$ cat config.mk
export PLATFORM = sky130hd
export DESIGN_NAME = software_timer_bank
export DESIGN_NICKNAME = d
export VERILOG_FILES = /design/src/rtl/stb_pkg.sv /design/src/rtl/software_timer_bank.sv
export SDC_FILE = /design/constraint.sdc
export NUM_CORES = 1
export LEC_CHECK = 0
export ABC_CLOCK_PERIOD_IN_PS = 6200
export BUFFER_PORTS_ARGS = -buffer_cell sky130_fd_sc_hd__buf_2
export CORE_ASPECT_RATIO = 1.2
export CORE_MARGIN = 4
export CORE_UTILIZATION = 32
export DETAILED_ROUTE_END_ITERATION = 10
export GPL_ROUTABILITY_DRIVEN = 0
export PLACE_DENSITY_LB_ADDON = 0.12
export SLEW_MARGIN = 5
export SYNTH_ARGS = -nofsm -noshare
export SYNTH_HDL_FRONTEND = slang
export SYNTH_SLANG_ARGS = --single-unit
export TNS_END_PERCENT = 50
$ cat constraint.sdc
create_clock -name clock -period 6.2 [get_ports clock]
set_input_delay 0.62 -clock clock [delete_from_list [all_inputs] [get_ports clock]]
set_output_delay 0.62 -clock clock [all_outputs]
set_load 0.05 [all_outputs]
$ cat src/rtl/stb_pkg.sv
// Shared types and constants for the software timer bank.
// Request codes, sequencer states and result limits; no dependencies.
`default_nettype none

package stb_pkg;

   localparam logic [2:0] REQ_TICK  = 3'd0;
   localparam logic [2:0] REQ_ALLOC = 3'd1;
   localparam logic [2:0] REQ_SET   = 3'd2;
   localparam logic [2:0] REQ_START = 3'd3;
   localparam logic [2:0] REQ_STOP  = 3'd4;
   localparam logic [2:0] REQ_RESET = 3'd5;

   localparam int MAX_RESULTS = 8;
   localparam int HIT_AW      = 3;
   localparam int HIT_CW      = 4;

   typedef enum logic [2:0] {
      ST_IDLE,
      ST_LOAD,
      ST_WALK_RD,
      ST_WALK_UPD,
      ST_EMIT
   } state_type;

endpackage

`default_nettype wire

$ cat src/rtl/software_timer_bank.sv
// Software timer bank top level: request decoder, tick walker and result register.
// Depends on stb_pkg for request codes, states and result limits.
//
// Usage:
//   The req_ channel carries one request per transfer (tick, allocate, set,
//   start, stop, reset). The block takes a request only while its sequencer is
//   idle; req_stall stays high while a request is in progress.
//   Every request gives one or more transfers on the rsp_ channel; the last
//   one of a request has rsp_last_result set.
//   Allocate, set, stop, unknown codes: the sequencer goes straight to the emit
//   state. Start and reset first pass the load state, which copies the reload value into the count.
//   Tick: the shared decrementer walks the allocated timers one at a time
//   (memory read, then decrement, compare and write back), then the results
//   are loaded in turn. Every request keeps req_stall high until its last
//   result is loaded.
//   Reset clears the timers' enable, mode and allocation state, the tick
//   counter and the output valid flag; count and reload read as zero until
//   first written.
//   While rsp_stall is high with a result valid, the output register holds it
//   and the sequencer waits before loading the next one.
`default_nettype none

module software_timer_bank #(
   parameter int TIMERS = 8
) (
   input  wire logic        clock,
   input  wire logic        reset,
   input  wire logic        req_valid,
   output logic             req_stall,
   input  wire logic [2:0]  req_type,
   input  wire logic [2:0]  req_timer_index,
   input  wire logic [31:0] req_period,
   input  wire logic        req_one_shot,
   output logic             rsp_valid,
   input  wire logic        rsp_stall,
   output logic             rsp_expired_valid,
   output logic [2:0]       rsp_expired_index,
   output logic             rsp_last_result,
   output logic [2:0]       rsp_handle,
   output logic             rsp_handle_valid,
   output logic [31:0]      rsp_tick_count
);

   localparam int AW = (TIMERS > 1) ? $clog2(TIMERS) : 1;
   localparam int CW = $clog2(TIMERS + 1);

   stb_pkg::state_type state_ff, state_in;

   logic [CW-1:0]  walk_ff, walk_in;
   logic [CW-1:0]  alloc_ff, alloc_in;
   logic [31:0]    tick_ff, tick_in;
   logic [stb_pkg::HIT_CW-1:0] hit_cnt_ff, hit_cnt_in;
   logic [stb_pkg::HIT_AW-1:0] emit_ff, emit_in;
   logic [2:0]     hits_ff [stb_pkg::MAX_RESULTS];
   logic           hit_we;
   logic [2:0]     hit_wd;
   logic [2:0]     handle_ff, handle_in;
   logic           handle_vld_ff, handle_vld_in;
   logic [TIMERS-1:0] enabled_ff, enabled_in;
   logic [TIMERS-1:0] oneshot_ff, oneshot_in;
   logic [TIMERS-1:0] cnt_vld_ff, cnt_vld_in;
   logic [TIMERS-1:0] rl_vld_ff, rl_vld_in;

   logic [31:0]    count_mem_ff  [TIMERS];
   logic [31:0]    reload_mem_ff [TIMERS];
   logic [31:0]    count_rd_ff, reload_rd_ff;
   logic [AW-1:0]  rd_addr, rd_addr_ff;
   logic           cnt_we, rl_we;
   logic [AW-1:0]  wr_addr;
   logic [31:0]    cnt_wd, rl_wd;

   logic [31:0]    count_val, reload_val, dec_val;
   logic           req_xfer, out_free, idx_ok, emit_last;
   logic           load_out;
   logic           start_op_ff, start_op_in;

   logic           rsp_valid_ff, rsp_valid_in;
   logic           rsp_ev_ff;
   logic [2:0]     rsp_ei_ff;
   logic           rsp_last_ff;
   logic [2:0]     rsp_handle_ff;
   logic           rsp_hv_ff;
   logic [31:0]    rsp_tick_ff;

   assign req_stall = (state_ff != stb_pkg::ST_IDLE);
   assign req_xfer  = req_valid && !req_stall;
   assign out_free  = !rsp_valid_ff || !rsp_stall;
   assign idx_ok    = (32'(req_timer_index) < TIMERS);
   assign rd_addr   = (state_ff == stb_pkg::ST_IDLE) ? AW'(req_timer_index)
                                                      : walk_ff[AW-1:0];
   assign count_val  = cnt_vld_ff[rd_addr_ff] ? count_rd_ff : 32'd0;
   assign reload_val = rl_vld_ff[rd_addr_ff] ? reload_rd_ff : 32'd0;
   assign dec_val    = count_val - 32'd1;
   assign emit_last  = (hit_cnt_ff == '0) ||
                       ({1'b0, emit_ff} == (hit_cnt_ff - stb_pkg::HIT_CW'(1)));

   always_comb begin
      state_in      = state_ff;
      walk_in       = walk_ff;
      alloc_in      = alloc_ff;
      tick_in       = tick_ff;
      hit_cnt_in    = hit_cnt_ff;
      emit_in       = emit_ff;
      handle_in     = handle_ff;
      handle_vld_in = handle_vld_ff;
      enabled_in    = enabled_ff;
      oneshot_in    = oneshot_ff;
      cnt_vld_in    = cnt_vld_ff;
      rl_vld_in     = rl_vld_ff;
      start_op_in   = start_op_ff;
      hit_we        = 1'b0;
      hit_wd        = 3'(rd_addr_ff);
      cnt_we        = 1'b0;
      rl_we         = 1'b0;
      wr_addr       = rd_addr_ff;
      cnt_wd        = reload_val;
      rl_wd         = req_period;
      load_out      = 1'b0;
      unique case (state_ff)
         stb_pkg::ST_IDLE: begin
            if (req_xfer) begin
               hit_cnt_in    = '0;
               emit_in       = '0;
               handle_in     = 3'd0;
               handle_vld_in = 1'b0;
               state_in      = stb_pkg::ST_EMIT;
               wr_addr       = AW'(req_timer_index);
               case (req_type)
                  stb_pkg::REQ_TICK: begin
                     tick_in = tick_ff + 32'd1;
                     walk_in = '0;
                     if (alloc_ff != '0) begin
                        state_in = stb_pkg::ST_WALK_RD;
                     end
                  end
                  stb_pkg::REQ_ALLOC: begin
                     if (alloc_ff < CW'(TIMERS)) begin
                        handle_in     = 3'(alloc_ff);
                        handle_vld_in = 1'b1;
                        alloc_in      = alloc_ff + CW'(1);
                     end
                  end
                  stb_pkg::REQ_SET: begin
                     if (idx_ok) begin
                        cnt_we                = 1'b1;
                        rl_we                 = 1'b1;
                        cnt_wd                = req_period;
                        cnt_vld_in[wr_addr]   = 1'b1;
                        rl_vld_in[wr_addr]    = 1'b1;
                        oneshot_in[wr_addr]   = req_one_shot;
                     end
                  end
                  stb_pkg::REQ_START, stb_pkg::REQ_RESET: begin
                     if (idx_ok) begin
                        start_op_in = (req_type == stb_pkg::REQ_START);
                        state_in    = stb_pkg::ST_LOAD;
                     end
                  end
                  stb_pkg::REQ_STOP: begin
                     if (idx_ok) begin
                        enabled_in[wr_addr] = 1'b0;
                     end
                  end
                  default: begin
                  end
               endcase
            end
         end
         stb_pkg::ST_LOAD: begin
            cnt_we                 = 1'b1;
            cnt_vld_in[rd_addr_ff] = 1'b1;
            enabled_in[rd_addr_ff] = start_op_ff;
            state_in               = stb_pkg::ST_EMIT;
         end
         stb_pkg::ST_WALK_RD: begin
            state_in = stb_pkg::ST_WALK_UPD;
         end
         stb_pkg::ST_WALK_UPD: begin
            if (enabled_ff[rd_addr_ff]) begin
               cnt_we                 = 1'b1;
               cnt_vld_in[rd_addr_ff] = 1'b1;
               if (dec_val == 32'd0) begin
                  if (oneshot_ff[rd_addr_ff]) begin
                     enabled_in[rd_addr_ff] = 1'b0;
                  end
                  if (hit_cnt_ff < stb_pkg::HIT_CW'(stb_pkg::MAX_RESULTS)) begin
                     hit_we     = 1'b1;
                     hit_cnt_in = hit_cnt_ff + stb_pkg::HIT_CW'(1);
                  end
               end else begin
                  cnt_wd = dec_val;
               end
            end
            walk_in = walk_ff + CW'(1);
            if ((walk_ff + CW'(1)) == alloc_ff) begin
               state_in = stb_pkg::ST_EMIT;
            end else begin
               state_in = stb_pkg::ST_WALK_RD;
            end
         end
         stb_pkg::ST_EMIT: begin
            if (out_free) begin
               load_out = 1'b1;
               emit_in  = emit_ff + stb_pkg::HIT_AW'(1);
               if (emit_last) begin
                  state_in = stb_pkg::ST_IDLE;
               end
            end
         end
         default: begin
            state_in = stb_pkg::ST_IDLE;
         end
      endcase
      rsp_valid_in = load_out || (rsp_valid_ff && rsp_stall);
   end

   always_ff @(posedge clock) begin
      if (reset) begin
         state_ff      <= stb_pkg::ST_IDLE;
         walk_ff       <= '0;
         alloc_ff      <= '0;
         tick_ff       <= '0;
         hit_cnt_ff    <= '0;
         emit_ff       <= '0;
         handle_ff     <= '0;
         handle_vld_ff <= 1'b0;
         enabled_ff    <= '0;
         oneshot_ff    <= '0;
         cnt_vld_ff    <= '0;
         rl_vld_ff     <= '0;
         start_op_ff   <= 1'b0;
         rsp_valid_ff  <= 1'b0;
      end else begin
         state_ff      <= state_in;
         walk_ff       <= walk_in;
         alloc_ff      <= alloc_in;
         tick_ff       <= tick_in;
         hit_cnt_ff    <= hit_cnt_in;
         emit_ff       <= emit_in;
         handle_ff     <= handle_in;
         handle_vld_ff <= handle_vld_in;
         enabled_ff    <= enabled_in;
         oneshot_ff    <= oneshot_in;
         cnt_vld_ff    <= cnt_vld_in;
         rl_vld_ff     <= rl_vld_in;
         start_op_ff   <= start_op_in;
         rsp_valid_ff  <= rsp_valid_in;
      end
   end

   always_ff @(posedge clock) begin
      if (hit_we) begin
         hits_ff[hit_cnt_ff[stb_pkg::HIT_AW-1:0]] <= hit_wd;
      end
      if (load_out) begin
         rsp_ev_ff     <= (hit_cnt_ff != '0);
         rsp_ei_ff     <= (hit_cnt_ff != '0) ? hits_ff[emit_ff] : 3'd0;
         rsp_last_ff   <= emit_last;
         rsp_handle_ff <= handle_ff;
         rsp_hv_ff     <= handle_vld_ff;
         rsp_tick_ff   <= tick_ff;
      end
   end

   always_ff @(posedge clock) begin
      if (cnt_we) begin
         count_mem_ff[wr_addr] <= cnt_wd;
      end
      if (rl_we) begin
         reload_mem_ff[wr_addr] <= rl_wd;
      end
      count_rd_ff  <= count_mem_ff[rd_addr];
      reload_rd_ff <= reload_mem_ff[rd_addr];
      rd_addr_ff   <= rd_addr;
   end

   assign rsp_valid         = rsp_valid_ff;
   assign rsp_expired_valid = rsp_ev_ff;
   assign rsp_expired_index = rsp_ei_ff;
   assign rsp_last_result   = rsp_last_ff;
   assign rsp_handle        = rsp_handle_ff;
   assign rsp_handle_valid  = rsp_hv_ff;
   assign rsp_tick_count    = rsp_tick_ff;

   a_accept_leaves_idle: assert property (@(posedge clock) disable iff (reset)
      req_xfer |=> (state_ff != stb_pkg::ST_IDLE))
      else $error("request transfer did not start the sequencer");

   a_hit_bound: assert property (@(posedge clock) disable iff (reset)
      hit_cnt_ff <= stb_pkg::HIT_CW'(stb_pkg::MAX_RESULTS))
      else $error("expiry list overflow");

   a_alloc_bound: assert property (@(posedge clock) disable iff (reset)
      alloc_ff <= CW'(TIMERS))
      else $error("allocation count beyond bank size");

   a_walk_bound: assert property (@(posedge clock) disable iff (reset)
      (state_ff == stb_pkg::ST_WALK_RD || state_ff == stb_pkg::ST_WALK_UPD)
      |-> (walk_ff < alloc_ff))
      else $error("walk past allocated timers");

   a_plain_is_last: assert property (@(posedge clock) disable iff (reset)
      (rsp_valid_ff && !rsp_ev_ff) |-> rsp_last_ff)
      else $error("non-expiry result not marked last");

endmodule

`default_nettype wire
==> results.yml <==
run_status:
  status: "completed"
clock_tree:
  cts_max_level: 3
  clk_path_buf_depth: 3
  clkTransAtPathRegs_ns: 0.06
  cts_made_buffers: 81
  cts_root_buf: "clkbuf_16"
  cts_tree: "yes"
  ctsResizeCount: 0
  post-cts-setup-buffers: 0
  clock_latency_ns: 0.62
  cts_sinks: 732
  cts_hold_buffers: 0
timing:
  post-route-period-util: 0.901
  drv_slew: 0
  period_minus_slack_ns: 5.59
  setup_viol: 0
  worst_slew_pin_slew_ns: 1.10
  finalHoldViolCount: 0
  tns_ns: 0
  slew_headroom: 0.266
  skew_ns: 0.0131
  clock.fmax_mhz: 179
  rsz0062_at_grt: "false"
  fin_ws_ns: 0.615
grt:
  grt_start_max_net_pins: 172
  grt_pass1_vias: 19561
  overflow: 0
  antenna_found_initial: 4
  grt_pass1_wl_um: 125000
  track_usage: 0.169
placement:
  dp_worst_setup_slack_ns: 0.720
  port_buffers: 85
  place_hpwl_um: 48600
worst_setup_path:
  end_kind: "flop"
  crit_arrival_ns: 6.00
  criticalPathCategory: "flop to flop"
  required_ns: 6.62
  cp-start-kind: "flop"
  worstPathMaxFanout: 25
detailed_routing:
  via_per_inst: 5.02
  drt-total-wl_um: 83400
  drt_iter0_markers: 1272
  drt-pass1-iter-count: 7
  detail_route.drc_violations: 0
  vias: 19744
  route.detailed.wl_per_inst_um: 21.2
  antenna_left: 0
power:
  p_sw_frac: 0.255
  p_int_mw: 8.57
  p_leak_nw: 12.1
  clkPwrFrac: 0.408
  comb_power_share: 0.105
  seq_power_share: 0.487
  p_sw_mw: 2.94
  peakVddDrop_uv: 189
  power_mw: 11.5
  powerDensity_mw_per_mm2: 336
synthesis:
  synth_nets: 2624
  synth_flop_cell: "edfxtp_1"
  synth_warnings: 0
  synth-seq-area-share: 0.688
  synth-seq-cells: 732
  ys_types: 81
  synth_cells: 2572
  synth-edff-count: 577
  syn_avg_cell_area_um2: 11.5
  netlist_area_mm2: 0.0297
  synthArstFlopShare: 0
hold_path:
  worstHoldPathType: "input port to flop"
finish:
  syn_to_final_growth_pct: 15.3
  layout_commonest_cell: "nand2_1"
  multi_input_area_mm2: 0.00872
  nFillCells: 9063
  regArea_mm2: 0.0204
  drive_gt1_frac: 0.115
  final_cell_mix: "644 x nand2_1, 577 x edfxtp_1, 354 x nand3_1"
  final_nets: 2679
floorplanning:
  core_area_mm2: 0.0922
  fp-row-count: 122
  die_w_um: 286
  initial_core_util: 0.322
  die_h_um: 342
  die-area_mm2: 0.0977
  io_pins: 86
run:
  drv_cap: 0
## routing by layer
layer  GRT usage  part of all wire
met2       0.291              0.49
met1       0.215              0.43
met3      0.0265             0.041
met5           0           0.00035
met4      0.0608             0.039
## logic make-up (layout without fill, tap and decap cells)
group	count (synthesis)	after routing	share of synthesized area
muxes	24	24	0.0107
DFF	732	732	0.688
adders and majority gates	9	9	0.00379
other	0	2	0
and+or+nand+nor	1287	1287	0.194
buffers and inverters	178	300	0.0240
xor gates and xnor gates	58	58	0.0171
AOI/OAI and AO/OA	284	284	0.0622
## Yosys cell counts, types with 16 or more instances
cell        n  area share
a21oi_1    51      0.0086
buf_1      17      0.0021
edfxtp_1  577        0.58
o21ai_0   105       0.018
nor2_1    144       0.018
nand3_1   354       0.060
dfxtp_1   155        0.10
a221o_1    28      0.0094
a31oi_1    16      0.0034
nand2_1   644       0.081
clkbuf_1  132       0.017
xor2_1     29      0.0086
inv_1      18      0.0023
nor3_1     38      0.0064
xnor2_1    29      0.0086
## per-stage QoR
stage	instances	area (µm²)	util	hold slack, ns
final	3936	34200	0.371	0.299
after global routing	3934	34200	0.371	0.275
after CTS	3934	34200	0.371	0.251
after detailed placement	3784	31600	0.342	0.417
after global placement	3784	31600	0.342	0.419
after floorplan	2572	29700	-	0.409
## critical path, stage by stage, from the launching register on
cell and delay (ns):
dfxtp_1 0.60, mux2_2 0.39, a221oi_1 0.40, o221ai_2 0.24
nand2_1 0.15, ha_1 0.55, clkinv_1 0.44, nor3b_1 0.26
and3_1 0.18, nor4_1 0.06, or4b_4 0.63, o21bai_1 0.17
buf_4 0.20, and2_1 0.22, buf_4 0.49, a221o_1 0.39
## flip-flops by register name, indices dropped and copies added, names as in the netlist, 4 cells and up
register / cells
rl_vld_ff: 8
tick_ff: 32
hit_cnt_ff: 4
reload_rd_ff: 32
enabled_ff: 8
rsp_tick_count: 32
reload_mem_ff: 256
cnt_vld_ff: 8
hits_ff: 24
count_mem_ff: 256
count_rd_ff: 32
walk_ff: 4
oneshot_ff: 8
alloc_ff: 4
## final timing paths
path	startpoint	to	slack, ns	cells after the start
max	hit_wd[0]$_DFF_P_	count_mem_ff[2][25]$_DFFE_PP_	0.61	15
max reg2reg	hit_wd[0]$_DFF_P_	count_mem_ff[2][25]$_DFFE_PP_	0.61	15
min	rsp_stall	rsp_valid$_SDFF_PP0_	0.30	3
min reg2reg	handle_vld_ff$_SDFFE_PP0P_	rsp_handle_valid$_DFFE_PP_	0.43	0
## power by group through the flow
stage	sequential [mW]	combinational [mW]	clock, mW
4_1_cts	5.60	1.23	4.83
3_3_place_gp	5.70	1.22	0
2_1_floorplan	5.68	0.778	0
5_1_grt	5.61	1.35	5.03
6_report	5.60	1.21	4.70
3_5_place_dp	5.70	1.23	0
## area by class of cell
cell class | instances | area share
flip-flops and latches | 732 | 0.597
repair buffers | 130 | 0.0230
well taps | 1240 | 0.0454
diodes | 2 | 0.000146
multi-input cells | 1662 | 0.255
inverters | 20 | 0.00263
clock inverters | 41 | 0.00903
clock buffers | 109 | 0.0677
Note: power is estimated with default switching activity, not from simulation.
